==> src/rtl/core/fta_pkg.sv <==
`default_nettype none

package fta_pkg;

  // Defaults
  localparam int TIME_WIDTH_DEF = 32;
  localparam int TICKS_PER_MINUTE = 60;
  localparam int MINUTES_W = 6;
  localparam int LIMIT_W = 12;  // 63 * 60 = 3780 ticks fits
  localparam logic [MINUTES_W-1:0] MAX_FLOW_MIN_RST = 6'd10;
  localparam logic [MINUTES_W-1:0] MAX_NOFLOW_MIN_RST = 6'd20;

  // Status codes
  localparam logic [1:0] ST_NOFLOW = 2'd0;
  localparam logic [1:0] ST_FLOW = 2'd1;
  localparam logic [1:0] ST_ERROR = 2'd2;
  localparam logic [1:0] ST_UNINIT = 2'd3;

  // Remembered error kinds
  localparam logic [1:0] ERR_NONE = 2'd0;
  localparam logic [1:0] ERR_FLOW = 2'd1;
  localparam logic [1:0] ERR_NOFLOW = 2'd2;

  // LED compare values
  localparam logic [7:0] LED_OFF = 8'h00;
  localparam logic [7:0] LED_BLINK = 8'hcf;
  localparam logic [7:0] LED_ON = 8'hff;

  // Configuration register indexes
  localparam logic REG_MAX_FLOW = 1'b0;
  localparam logic REG_MAX_NOFLOW = 1'b1;

  // Input item action codes
  localparam logic ACT_TICK = 1'b0;
  localparam logic ACT_RESTART = 1'b1;

  typedef struct packed {
    logic action;
    logic flow_sensed;
  } in_item_t;

  typedef struct packed {
    logic [1:0] status;
    logic [7:0] led_duty;
    logic [1:0] error_kind;
  } out_item_t;

  typedef struct packed {
    logic [1:0] current_status;
    logic [1:0] prior_status;
    logic [1:0] error_memory;
  } fsm_state_t;

  // Minutes to ticks: m * 60 = m * 64 - m * 4
  function automatic logic [LIMIT_W-1:0] minutes_to_ticks(input logic [MINUTES_W-1:0] m);
    return {m, 6'b0} - {4'b0, m, 2'b0};
  endfunction

endpackage

`default_nettype wire

==> src/rtl/core/flow_timeout_alarm_fsm_core.sv <==
`default_nettype none

// Flow timeout alarm core.
// Input channel (in_valid/in_ready/in_item): one item per sensor tick.
//   action = tick carries a flow sample and yields exactly one result item;
//   action = restart clears the tick counter, flow times and status and
//   yields nothing. Limit registers are kept across a restart.
// Output channel (out_valid/out_ready/out_item): status, LED duty and the
//   remembered error kind for each tick.
// Config port (cfg_we/cfg_index/cfg_wdata): index 0 = flow limit minutes,
//   index 1 = no-flow limit minutes. Write only while the block is idle.
// Pipeline: an accepted tick passes the input register, then the result
//   register, which raises out_valid. Throughput: one item per cycle while
//   out_ready stays high; the status update and the single elapsed-time
//   compare are combinational.
// Stall: when out_ready is low the result register holds its item; the
//   input register still fills, and in_ready drops only once both are full.
//   Restart items drain from the input register even during a stall.
// Reset (rst, synchronous): both stages empty, status uninitialized,
//   counters zero, limits back to 10 and 20 minutes.
module flow_timeout_alarm_fsm_core #(
  parameter int TIME_WIDTH = fta_pkg::TIME_WIDTH_DEF
) (
  input  wire logic                 clk,
  input  wire logic                 rst,
  input  wire logic                 in_valid,
  output logic                      in_ready,
  input  wire fta_pkg::in_item_t    in_item,
  output logic                      out_valid,
  input  wire logic                 out_ready,
  output fta_pkg::out_item_t        out_item,
  input  wire logic                 cfg_we,
  input  wire logic                 cfg_index,
  input  wire logic [fta_pkg::MINUTES_W-1:0] cfg_wdata
);
  import fta_pkg::*;

  // Limits kept in ticks so the compare needs no divide
  logic [LIMIT_W-1:0]    flow_limit;
  logic [LIMIT_W-1:0]    noflow_limit;

  // Input stage
  logic                  in_v;
  in_item_t              in_q;

  // Block state
  logic [TIME_WIDTH-1:0] tick_count;
  logic [TIME_WIDTH-1:0] flow_start_tick;
  logic [TIME_WIDTH-1:0] flow_end_tick;
  fsm_state_t            st;

  // Step logic outputs
  fsm_state_t            st_next;
  logic [TIME_WIDTH-1:0] flow_start_next;
  logic [TIME_WIDTH-1:0] flow_end_next;
  out_item_t             result;

  logic                  is_restart;
  logic                  out_free;
  logic                  fire;

  assign is_restart = (in_q.action == ACT_RESTART);
  assign out_free   = !out_valid || out_ready;
  // A restart needs no result slot; a tick needs a free result register
  assign fire       = in_v && (is_restart || out_free);
  assign in_ready   = !in_v || fire;

  always_ff @(posedge clk) begin
    if (rst) begin
      flow_limit   <= minutes_to_ticks(MAX_FLOW_MIN_RST);
      noflow_limit <= minutes_to_ticks(MAX_NOFLOW_MIN_RST);
    end else if (cfg_we) begin
      unique case (cfg_index)
        REG_MAX_FLOW:   flow_limit   <= minutes_to_ticks(cfg_wdata);
        REG_MAX_NOFLOW: noflow_limit <= minutes_to_ticks(cfg_wdata);
        default: ;
      endcase
    end
  end

  always_ff @(posedge clk) begin
    if (rst) begin
      in_v <= 1'b0;
    end else if (in_ready) begin
      in_v <= in_valid;
    end
  end

  always_ff @(posedge clk) begin
    if (in_ready && in_valid) begin
      in_q <= in_item;
    end
  end

  fta_step #(
    .TIME_WIDTH (TIME_WIDTH)
  ) u_step (
    .flow_sensed     (in_q.flow_sensed),
    .tick_count      (tick_count),
    .flow_start_tick (flow_start_tick),
    .flow_end_tick   (flow_end_tick),
    .st              (st),
    .flow_limit      (flow_limit),
    .noflow_limit    (noflow_limit),
    .st_next         (st_next),
    .flow_start_next (flow_start_next),
    .flow_end_next   (flow_end_next),
    .result          (result)
  );

  // State update: restart clears, a tick advances the machine and counter
  always_ff @(posedge clk) begin
    if (rst || (fire && is_restart)) begin
      tick_count        <= '0;
      flow_start_tick   <= '0;
      flow_end_tick     <= '0;
      st.current_status <= ST_UNINIT;
      st.prior_status   <= ST_NOFLOW;
      st.error_memory   <= ERR_NONE;
    end else if (fire) begin
      tick_count      <= tick_count + 1'b1;
      flow_start_tick <= flow_start_next;
      flow_end_tick   <= flow_end_next;
      st              <= st_next;
    end
  end

  // Result register
  always_ff @(posedge clk) begin
    if (rst) begin
      out_valid <= 1'b0;
    end else if (fire && !is_restart) begin
      out_valid <= 1'b1;
    end else if (out_ready) begin
      out_valid <= 1'b0;
    end
  end

  always_ff @(posedge clk) begin
    if (fire && !is_restart) begin
      out_item <= result;
    end
  end

endmodule

`default_nettype wire

==> src/rtl/core/fta_step.sv <==
`default_nettype none

module fta_step #(
  parameter int TIME_WIDTH = fta_pkg::TIME_WIDTH_DEF
) (
  input  wire logic                    flow_sensed,
  input  wire logic [TIME_WIDTH-1:0]   tick_count,
  input  wire logic [TIME_WIDTH-1:0]   flow_start_tick,
  input  wire logic [TIME_WIDTH-1:0]   flow_end_tick,
  input  wire fta_pkg::fsm_state_t     st,
  input  wire logic [fta_pkg::LIMIT_W-1:0] flow_limit,
  input  wire logic [fta_pkg::LIMIT_W-1:0] noflow_limit,
  output fta_pkg::fsm_state_t          st_next,
  output logic [TIME_WIDTH-1:0]        flow_start_next,
  output logic [TIME_WIDTH-1:0]        flow_end_next,
  output fta_pkg::out_item_t           result
);
  import fta_pkg::*;

  logic [TIME_WIDTH-1:0] ref_tick;
  logic [TIME_WIDTH-1:0] elapsed;
  logic [LIMIT_W-1:0]    limit;
  logic                  expired;
  logic                  move;
  logic [1:0]            target;
  logic                  err_seen;
  logic                  noflow_seen;

  // One subtract/compare shared by both timed states
  assign ref_tick = (st.current_status == ST_FLOW) ? flow_start_tick : flow_end_tick;
  assign limit    = (st.current_status == ST_FLOW) ? flow_limit : noflow_limit;
  assign elapsed  = tick_count - ref_tick;
  assign expired  = elapsed >= TIME_WIDTH'(limit);

  always_comb begin
    flow_start_next      = flow_start_tick;
    flow_end_next        = flow_end_tick;
    st_next              = st;
    move                 = 1'b0;
    target               = st.current_status;
    unique case (st.current_status)
      ST_UNINIT: begin
        move = 1'b1;
        if (flow_sensed) begin
          flow_start_next = tick_count;
          target          = ST_FLOW;
        end else begin
          flow_end_next = tick_count;
          target        = ST_NOFLOW;
        end
      end
      ST_NOFLOW: begin
        if (flow_sensed) begin
          flow_start_next = tick_count;
          move            = 1'b1;
          target          = ST_FLOW;
        end else if (expired) begin
          move   = 1'b1;
          target = ST_ERROR;
        end
      end
      ST_FLOW: begin
        if (!flow_sensed) begin
          flow_end_next = tick_count;
          move          = 1'b1;
          target        = ST_NOFLOW;
        end else if (expired) begin
          move   = 1'b1;
          target = ST_ERROR;
        end
      end
      default: begin
        move = 1'b1;
        if (st.prior_status == ST_FLOW) begin
          st_next.error_memory = ERR_FLOW;
          target               = ST_FLOW;
        end else begin
          st_next.error_memory = ERR_NOFLOW;
          target               = ST_NOFLOW;
        end
      end
    endcase
    if (move) begin
      st_next.prior_status   = st.current_status;
      st_next.current_status = target;
    end
  end

  // LED duty from the updated status pair and error memory
  assign err_seen    = (st_next.current_status == ST_ERROR) ||
                       (st_next.prior_status == ST_ERROR);
  assign noflow_seen = (st_next.current_status == ST_NOFLOW) ||
                       (st_next.prior_status == ST_NOFLOW);

  always_comb begin
    result.status     = st_next.current_status;
    result.error_kind = st_next.error_memory;
    if (err_seen) begin
      result.led_duty = noflow_seen ? LED_BLINK : LED_ON;
    end else begin
      case (st_next.error_memory)
        ERR_NONE: result.led_duty = LED_OFF;
        ERR_FLOW: result.led_duty = LED_ON;
        default:  result.led_duty = LED_BLINK;
      endcase
    end
  end

endmodule

`default_nettype wire

==> config.mk <==
export PLATFORM = sky130hd
export DESIGN_NAME = flow_timeout_alarm_fsm_core
export DESIGN_NICKNAME = d
export VERILOG_FILES = /design/src/rtl/core/fta_pkg.sv /design/src/rtl/core/flow_timeout_alarm_fsm_core.sv /design/src/rtl/core/fta_step.sv
export SDC_FILE = /design/constraint.sdc
export NUM_CORES = 1
export LEC_CHECK = 0
export ABC_AREA = 1
export BUFFER_PORTS_ARGS = -buffer_cell sky130_fd_sc_hd__buf_2
export CORE_UTILIZATION = 50
export CTS_BUF_LIST = sky130_fd_sc_hd__clkbuf_16
export CTS_CLUSTER_DIAMETER = 40
export DETAILED_ROUTE_END_ITERATION = 8
export GPL_TIMING_DRIVEN = 0
export PLACE_DENSITY = 0.66
export SYNTH_ARGS = -nofsm -noshare
export SYNTH_HDL_FRONTEND = slang
export SYNTH_SLANG_ARGS = --single-unit
==> constraint.sdc <==
create_clock -name clk -period 6.4 [get_ports clk]
set_clock_uncertainty 0.1 [all_clocks]
set_input_delay 0 -clock clk [delete_from_list [all_inputs] [get_ports clk]]
set_output_delay 0 -clock clk [all_outputs]
set_load 0.05 [all_outputs]
After elaboration in Yosys (flattened, before gate mapping)

Cells that the tools add are included.

Flip-flop bits (word level): 142
Input port bits: 14
Word-level logic and storage cells: 72
Output and inout port bits: 14

$lt $le $gt $ge: 1
Multiplexer cells: 20
Reduce and logical (&&, ||, !) cells: 25
Bitwise logic cells: 2
Add/subtract/negate cells: 3
Eq/ne operators: 6

Operators with widths:

| cell                    | number |
|---|---|
| $add A32 B1 Y32 const B | 1 |
| $ge A32 B12 Y1          | 1 |
| $mux W32                | 1 |
| $sub A32 B32 Y32        | 1 |
| $pmux W8 S2             | 1 |
| $mux W12                | 1 |
| $sub A12 B8 Y12         | 1 |
| $mux W2                 | 5 |
| $logic_not A2 Y1        | 4 |
| $mux W8                 | 1 |
| $mux W1                 | 7 |
| $eq A2 B1 Y1 const B    | 3 |
| $eq A2 B2 Y1 const B    | 3 |
| $logic_or A1 B1 Y1      | 6 |
| $mux W6                 | 1 |
| $pmux W2 S3             | 1 |
| $reduce_and A3 Y1       | 2 |
| $logic_and A1 B1 Y1     | 4 |
| $mux W4                 | 1 |
| $reduce_and A2 Y1       | 2 |
| $reduce_or A2 Y1        | 2 |
| $logic_not A1 Y1        | 3 |
| $reduce_or A3 Y1        | 1 |
| $not A1 Y1              | 2 |
| other kinds (2)         | 2 |

Depth between registers and ports, before layout

Gate-level depths: netlist of the first run.

Word-level depth: 12
Gate-level depth with buffers: 35
Mapped depth without buffers: 33

Hierarchy

Synthesis of the first run repeated with hierarchy kept, for this count alone.

Cell total of the unflattened synthesis: 1646
Area total of the unflattened synthesis: 10109.7 µm²

Modules (own cells, without submodules):

| module                      | area an instance (µm²) | sequential area each (µm²) | cells each | instances |
|---|---|---|---|---|
| flow_timeout_alarm_fsm_core | 5700.5                 | 2902.8                     | 780        | 1 |
| fta_step                    | 4409.2                 | 0.0                        | 866        | 1 |

Worst setup path before layout of the first run

Ideal clock, no wire load.

Kind: register to register
From: reg st[5] (netlist name)
To: reg out_item[6] in the netlist's numbering, data pin
Path slack: 1.878 ns
Setup time: 0.252 ns
Data arrival time: 4.170 ns
Buffers on the path: 3
Cell stages (with the launch flop): 31
Data required time: 6.048 ns
Period minus slack after synthesis: 4.522 ns
Path through: dfxtp_1 > inv_1 > ha_1 > clkbuf_1 > buf_1 > clkbuf_1 > nand2_1 > o21ai_0 > ha_1 > nand2_1 > inv_1 > a21oi_1 > nand2_2 > nand2_1 > nand2_2 > xor2_1 > ha_1 > a21oi_1 > o21ai_0 > a21oi_1 > nand2_1 > nor2_1 > nand3_1 > nor2_1 > nand3_2 > nor2_4 > nand2_2 > o21ai_2 > nand2_1 > nand3b_1 > nand2_1

RTL lines:

| element              | line                               | text |
|---|---|---|
| to (signal assigned) | flow_timeout_alarm_fsm_core.sv:141 | `out_item <= result;` |
| to (decl)            | flow_timeout_alarm_fsm_core.sv:31  | `output fta_pkg::out_item_t out_item,` |

==> results of run 1 <==
-- final timing paths --
check                                                        end  depth (start not counted)  slack (ns)
worst max-delay path                       out_item[6]$_DFFE_PP_                         30        0.58
worst min-delay path                  flow_limit[5]$_SDFFE_PP0P_                          4       0.008
worst max register to register             out_item[6]$_DFFE_PP_                         30        0.58
worst min register to register  flow_start_tick[31]$_SDFFE_PP0P_                          2        0.34
-- synthesized netlist by cell type, types with 2 or more instances --
cell,number,area share [%]
inv_2,6,0.25
nand3_2,6,0.66
o21a_1,3,0.25
o211ai_1,4,0.33
nor4_1,6,0.41
xnor2_1,3,0.29
nor4_2,2,0.28
and2_1,4,0.28
nor2_2,12,0.83
xor2_1,21,2.0
nand2_4,3,0.37
nor2_4,4,0.50
nand3b_1,6,0.50
nand2_2,14,0.96
o21ai_0,107,5.9
nor2_1,95,3.9
a21oi_1,136,7.5
a21oi_2,2,0.19
nand2_1,403,17
dfxtp_1,124,27
clkbuf_2,2,0.11
nand4_1,15,1.0
buf_1,2,0.083
nor3_1,14,0.77
nand3_1,79,4.4
o21bai_1,4,0.33
inv_1,233,9.6
mux2i_1,3,0.33
clkbuf_1,36,1.5
buf_4,7,0.58
o21ai_1,3,0.17
edfxtp_1,8,2.6
ha_1,50,6.9
-- kinds of logic (layout without fill, tap and decap cells) --
kind of cell | after synthesis | after routing | share of synthesized area [%]
buf+inv | 289 | 362 | 12.5
mux | 3 | 3 | 0.331
fa+ha+maj | 51 | 51 | 7.11
simple gates | 672 | 672 | 32.7
other cells | 0 | 1 | 0
flops | 132 | 132 | 30.0
compound gates | 264 | 264 | 15.1
xor+xnor | 24 | 24 | 2.31
-- area by class of cell --
| cell class | instances | area share, % |
|---|---|---|
| repair buffers | 41 | 2.73 |
| inverters | 240 | 8.85 |
| plain buffers | 49 | 2.23 |
| flip-flops and latches | 132 | 26.5 |
| clock inverters | 15 | 1.86 |
| well taps | 225 | 2.74 |
| diodes | 1 | 0.0244 |
| multi-input cells | 1014 | 50.9 |
| clock buffers | 17 | 4.14 |
-- worst reg2reg max path, delay by kind of cell (launching register included) --
| kind | cells | cell delay [ns] |
|---|---|---|
| adders and majority gates | 3 | 0.81 |
| xor gates and xnor gates | 1 | 0.17 |
| and+or+nand+nor | 15 | 1.81 |
| AOI/OAI and AO/OA | 6 | 0.96 |
| DFF | 1 | 0.38 |
| buffers and inverters | 5 | 1.36 |
-- power groups by stage --
stage                     clock (uW)  combinational, uW  sequential, uW
after floorplan                    0                377             890
after global placement             0                500             886
after detailed placement           0                506             887
after CTS                       1040                517             868
after global routing            1080                592             871
final                           1030                523             869
-- repair_timing --
action / 4_1_cts / 5_1_grt
hold buffers: 15 / 0
endpoints found under the setup margin: 0 / 5
buffers inserted: 0 / 0
endpoints found under the hold margin: 24 / 0
gates resized for setup: 0 / 3
-- stage by stage --
step | util (%) | hold WS [ns] | total power [uW] | std cells
2_1_floorplan | - | -0.00113 | 1270 | 1435
3_3_place_gp | 54.1 | 0.0776 | 1390 | 1686
3_5_place_dp | 54.1 | 0.0787 | 1390 | 1686
4_1_cts | 58.5 | 0.0129 | 2420 | 1733
5_1_grt | 58.5 | 0.0746 | 2540 | 1733
6_report | 58.5 | 0.00839 | 2420 | 1734
-- flip-flops by register name, indices dropped and copies added (netlist names) --
name / count
noflow_limit: 10
is_restart: 1
out_valid: 1
flow_start_tick: 32
out_item: 6
flow_limit: 10
in_v: 1
flow_end_tick: 32
tick_count: 32
st: 6
in_q: 1
-- metal layers --
metal | up-vias | routed length, um | track usage [%] | part of all wire (%)
met2 | 212 | 12400 | 49.5 | 48
li1 | 4697 | - | - | -
met1 | 4119 | 11800 | 37.1 | 46
met4 | 0 | 230 | 6.47 | 0.90
met3 | 18 | 1180 | 4.11 | 4.6
met5 | - | 0 | 0 | 0
==> out/metrics.cfg, run 1 <==
[setup_path]
reg2reg_from = st[5]$_SDFFE_PP1P_
end_kind = flop
cp_max_fo = 10
path_class = reg -> reg
crit_family = simple AND/OR/NAND/NOR gates
slowest_stage = clkbuf_1
cp-start-kind = flop
startpoint = st[5]$_SDFFE_PP1P_
crit_top_cell = nand2_1
cp.required_ns = 6.49
crit_buf_inv = 5
slowest_delay_ns = 0.43
crit_arrival_ns = 5.91

[layout]
final_common_cell = nand2_1
seq_area_um2 = 2720
nets = 1560
area_delta_synth_final_pct = 13.0
final_area_um2 = 10300
drive_above_1_share_pct = 8.36
mostFrequentLayoutCells = 403 x nand2_1, 233 x inv_1, 136 x a21oi_1
fill_cells = 1778
multiInputGateArea_um2 = 5230

[global_routing]
grt_start_max_net_pins = 17
grt_overflow_total = 0
antenna_found_initial = 0
grt_first_pass_wirelength_um = 40600
grt_pass1_vias = 8071
grt_usage_pct = 28.5

[sta]
max_slew.worst_pin.slew_ns = 0.728
fin_ws_ns = 0.581
period_share_pct = 90.9
fin_tns_setup_ns = 0
fmax_mhz = 172
setup_viol = 0
drv_slew = 0
hold_violations = 0
maxSlewHeadroom_pct = 51.5
min_period_ns = 5.82
rsz0062_at_grt = false

[yosys]
yosysSeqAreaShare_pct = 30.0
syn_inst = 1435
synthArstFlopShare_pct = 0
mappedNetlistArea_um2 = 9080
yosys_warnings = 0
synth_nets = 1500
synth-seq-cells = 132
synth_edf_count = 8
ys.flop_type = dfxtp_1
ys_types = 51
avgSynthCellArea_um2 = 6.33

[placement]
dpl_cell_area_um2 = 9500
port_buffers = 26
place_ws_ns = 0.252
dp.final_hpwl_um = 19900
routabilityCongestion = 0.946

[route]
detail-route-antenna-nets = 0
dr.pass1.iters = 5
drc = 0
via_per_inst = 5.22
wl_um = 25600
vias = 9046
drt_iter0_drc = 638
wl_per_cell_um = 14.8

[clock_network]
ctsRootBufferMaster = clkbuf_16
insertion_delay_ns = 0.43
clk_pin_slew_ns = 0.07
clock_sinks = 132
htree_levels = 4
clockBufferDepth = 2
cts_tree = yes
cts_buffers = 17

[floorplan]
dieArea_um2 = 18700
start_util_pct = 51.8
die_y_um = 137
num_rows = 48
io_pins = 28
chipWidth_um = 137
core-area_um2 = 17500

[power_and_ir_drop]
p_sw_share_pct = 31.9
p_per_area_nw_per_um2 = 236
p_leak_uw = 0.00479
p_int_uw = 1650
switchingPower_uw = 774
clkPwrFrac_pct = 42.6
seq_power_share_pct = 35.8
ir_worst_vdd_uv = 241
pwr-share-comb_pct = 21.6

[status]
status = finished, final reports clean

[flow_run]
cap_violations = 0

[hold_path]
hold_class = in -> reg
hold_path.startpoint = rst

Power figures use the tool's default switching activity.
==> run 2: changes to the inputs <==
--- a/config.mk
+++ b/config.mk
@@ -7,6 +7,7 @@
 export LEC_CHECK = 0
 export ABC_AREA = 1
 export BUFFER_PORTS_ARGS = -buffer_cell sky130_fd_sc_hd__buf_2
+export CORE_ASPECT_RATIO = 1.5
 export CORE_UTILIZATION = 50
 export CTS_BUF_LIST = sky130_fd_sc_hd__clkbuf_16
 export CTS_CLUSTER_DIAMETER = 40
==> run 2 against run 1 <==
  * Count of clock-buffer cells in the layout unchanged
  * Hold slack improved by 0.0044 ns
  * Wire length increased by 3.9%
  * Clock power decreased by 6%
  * Total power decreased by 2.8%
==> out/metrics.cfg, run 2 (synthesis results as in run 1) <==
[placement]
routabilityCongestion = 0.959  ; +1.4%
dp.final_hpwl_um = 21000  ; +5.5%
port_buffers = 26  ; unchanged
dp.cells = 1678  ; -0.47%
dpl_cell_area_um2 = 9490  ; -0.11%

[clock_network]
clock_sinks = 132  ; unchanged
cts_tree = yes
htree_levels = 4  ; unchanged
postCtsSetupRepairBufs = 0  ; unchanged
cts_buffers = 17  ; unchanged
clockBufferDepth = 2  ; unchanged
clk_pin_slew_ns = 0.06  ; about the same
ctsRootBufferMaster = clkbuf_16
insertion_delay_ns = 0.43  ; about the same

[global_routing]
grt_usage_pct = 29.4  ; +0.93 points
grt_start_max_net_pins = 17  ; unchanged
grt_pass1_vias = 8614  ; +6.7%
antenna_found_initial = 0  ; unchanged
grt_overflow_total = 0  ; unchanged
grt_first_pass_wirelength_um = 43000  ; +5.8%

[floorplan]
num_rows = 60  ; +25%
dieArea_um2 = 18700  ; about the same
start_util_pct = 50.8  ; -0.96 points
core-area_um2 = 17900  ; +1.9%
die_y_um = 167  ; +22%
chipWidth_um = 112  ; -18%
io_pins = 28  ; unchanged

[route]
drt_iter0_drc = 514  ; -19%
dr.pass1.iters = 5  ; unchanged
drc = 0  ; unchanged
wl_per_cell_um = 15.4  ; +4.4%
detail-route-antenna-nets = 0  ; unchanged
via_per_inst = 5.31  ; +1.7%
wl_um = 26600  ; +3.9%
vias = 9152  ; +1.2%

[setup_path]
r2r_slack_ns = 0.43  ; -0.15 ns
slowest_stage = buf_1
crit_arrival_ns = 6.06  ; +0.15 ns
path_class = reg -> reg
cp.required_ns = 6.49  ; about the same
cp-start-kind = flop
crit_family = simple AND/OR/NAND/NOR gates
cp_max_fo = 10  ; unchanged
end_kind = flop
crit_top_cell = nand2_1
slowest_delay_ns = 0.46  ; +0.03 ns
crit_buf_inv = 5  ; unchanged

[power_and_ir_drop]
pwr-share-comb_pct = 22.1  ; +0.5 points
ir_worst_vdd_uv = 163  ; -32%
p_int_uw = 1570  ; -4.7%
switchingPower_uw = 784  ; +1.2%
clkPwrFrac_pct = 41.1  ; -1.5 points
p_per_area_nw_per_um2 = 231  ; -2.2%
seq_power_share_pct = 36.9  ; +1.1 points
p_leak_uw = 0.00477  ; -0.44%
p_sw_share_pct = 33.3  ; +1.3 points

[layout]
area_delta_synth_final_pct = 12.4
drive_above_1_share_pct = 8.22  ; -0.13 points
final_area_um2 = 10200  ; -0.57%
nets = 1560  ; unchanged
diodes = 0  ; -1
final_common_cell = nand2_1
final_core_util_pct = 57.1  ; -1.4 points
top_regs = flow_end_tick: 32 flops, flow_start_tick: 32 flops, tick_count: 32 flops
mostFrequentLayoutCells = 403 x nand2_1, 233 x inv_1, 136 x a21oi_1
instances_no_fill = 1725  ; -0.52%

[sta]
fmax_mhz = 168  ; -2.5%
drv_slew = 0  ; unchanged
fin_tns_setup_ns = 0  ; unchanged
setup_viol = 0  ; unchanged
rsz0062_at_grt = false
maxSlewHeadroom_pct = 52.8  ; +1.3 points
hold_violations = 0  ; unchanged
max_slew.worst_pin.slew_ns = 0.708  ; -0.0201 ns
whs_ns = 0.0128  ; +0.00439 ns
min_period_ns = 5.97  ; +0.148 ns
period_share_pct = 93.2  ; +2.3 points

[hold_path]
hold_class = in -> reg

[flow_run]
cap_violations = 0  ; unchanged

[status]
status = finished, final reports clean

==> run 2: repair_timing <==
action	in CTS	in global routing
endpoints found under the setup margin	0	1
hold buffers	15	0
hold endpoints to repair	24	0
gates resized for setup	0	4
==> run 2: area by class of cell <==
type                            instances  area [um^2]
Inverter                              240          908
Timing Repair Buffer                   41          280
Sequential cell                       132         2720
Tap cell                              217          272
Fill cell                            1840         7660
Buffer                                 49          229
Clock buffer                           17          425
Multi-Input combinational cell       1014         5230
Clock inverter                         15          145
==> run 2: metal layers <==
metal | global-route usage (%) | up-vias | wire (um)
met5 | 0 | - | 0
met1 | 32.2 | 4158 | 10500
met2 | 55.0 | 247 | 14000
met4 | 14.7 | 0 | 1160
met3 | 3.75 | 67 | 953
li1 | - | 4680 | -
==> run 2: through the flow <==
| step | worst slack (ns) | total power (uW) |
|---|---|---|
| after floorplan | 1.88 | 1270 |
| final | 0.433 | 2360 |
| after detailed placement | 0.345 | 1390 |
| after global routing | 0.0794 | 2480 |
| after CTS | 0.316 | 2360 |
| after global placement | 0.388 | 1390 |
==> run 2: power by group through the flow <==
stage	Clock (uW)	Sequential, uW	Combinational [uW]
global placement	0	886	502
floorplan	0	890	377
finish	967	869	520
global route	1020	871	588
detailed placement	0	887	506
CTS	974	869	517
==> run 2: worst paths after layout <==
kind	start	cells after the start	to
setup / recovery	st[5]$_SDFFE_PP1P_	30	out_item[6]$_DFFE_PP_
hold / removal	rst	4	flow_limit[5]$_SDFFE_PP0P_
setup reg to reg	st[5]$_SDFFE_PP1P_	30	out_item[6]$_DFFE_PP_
hold reg to reg	flow_start_tick[31]$_SDFFE_PP0P_	2	flow_start_tick[31]$_SDFFE_PP0P_
==> run 2: worst min-delay path: cells and delay by family <==
kind / cells / cell delay, ns
AOI/OAI and AO/OA: 2 / 0.25
buffers and inverters: 2 / 0.27
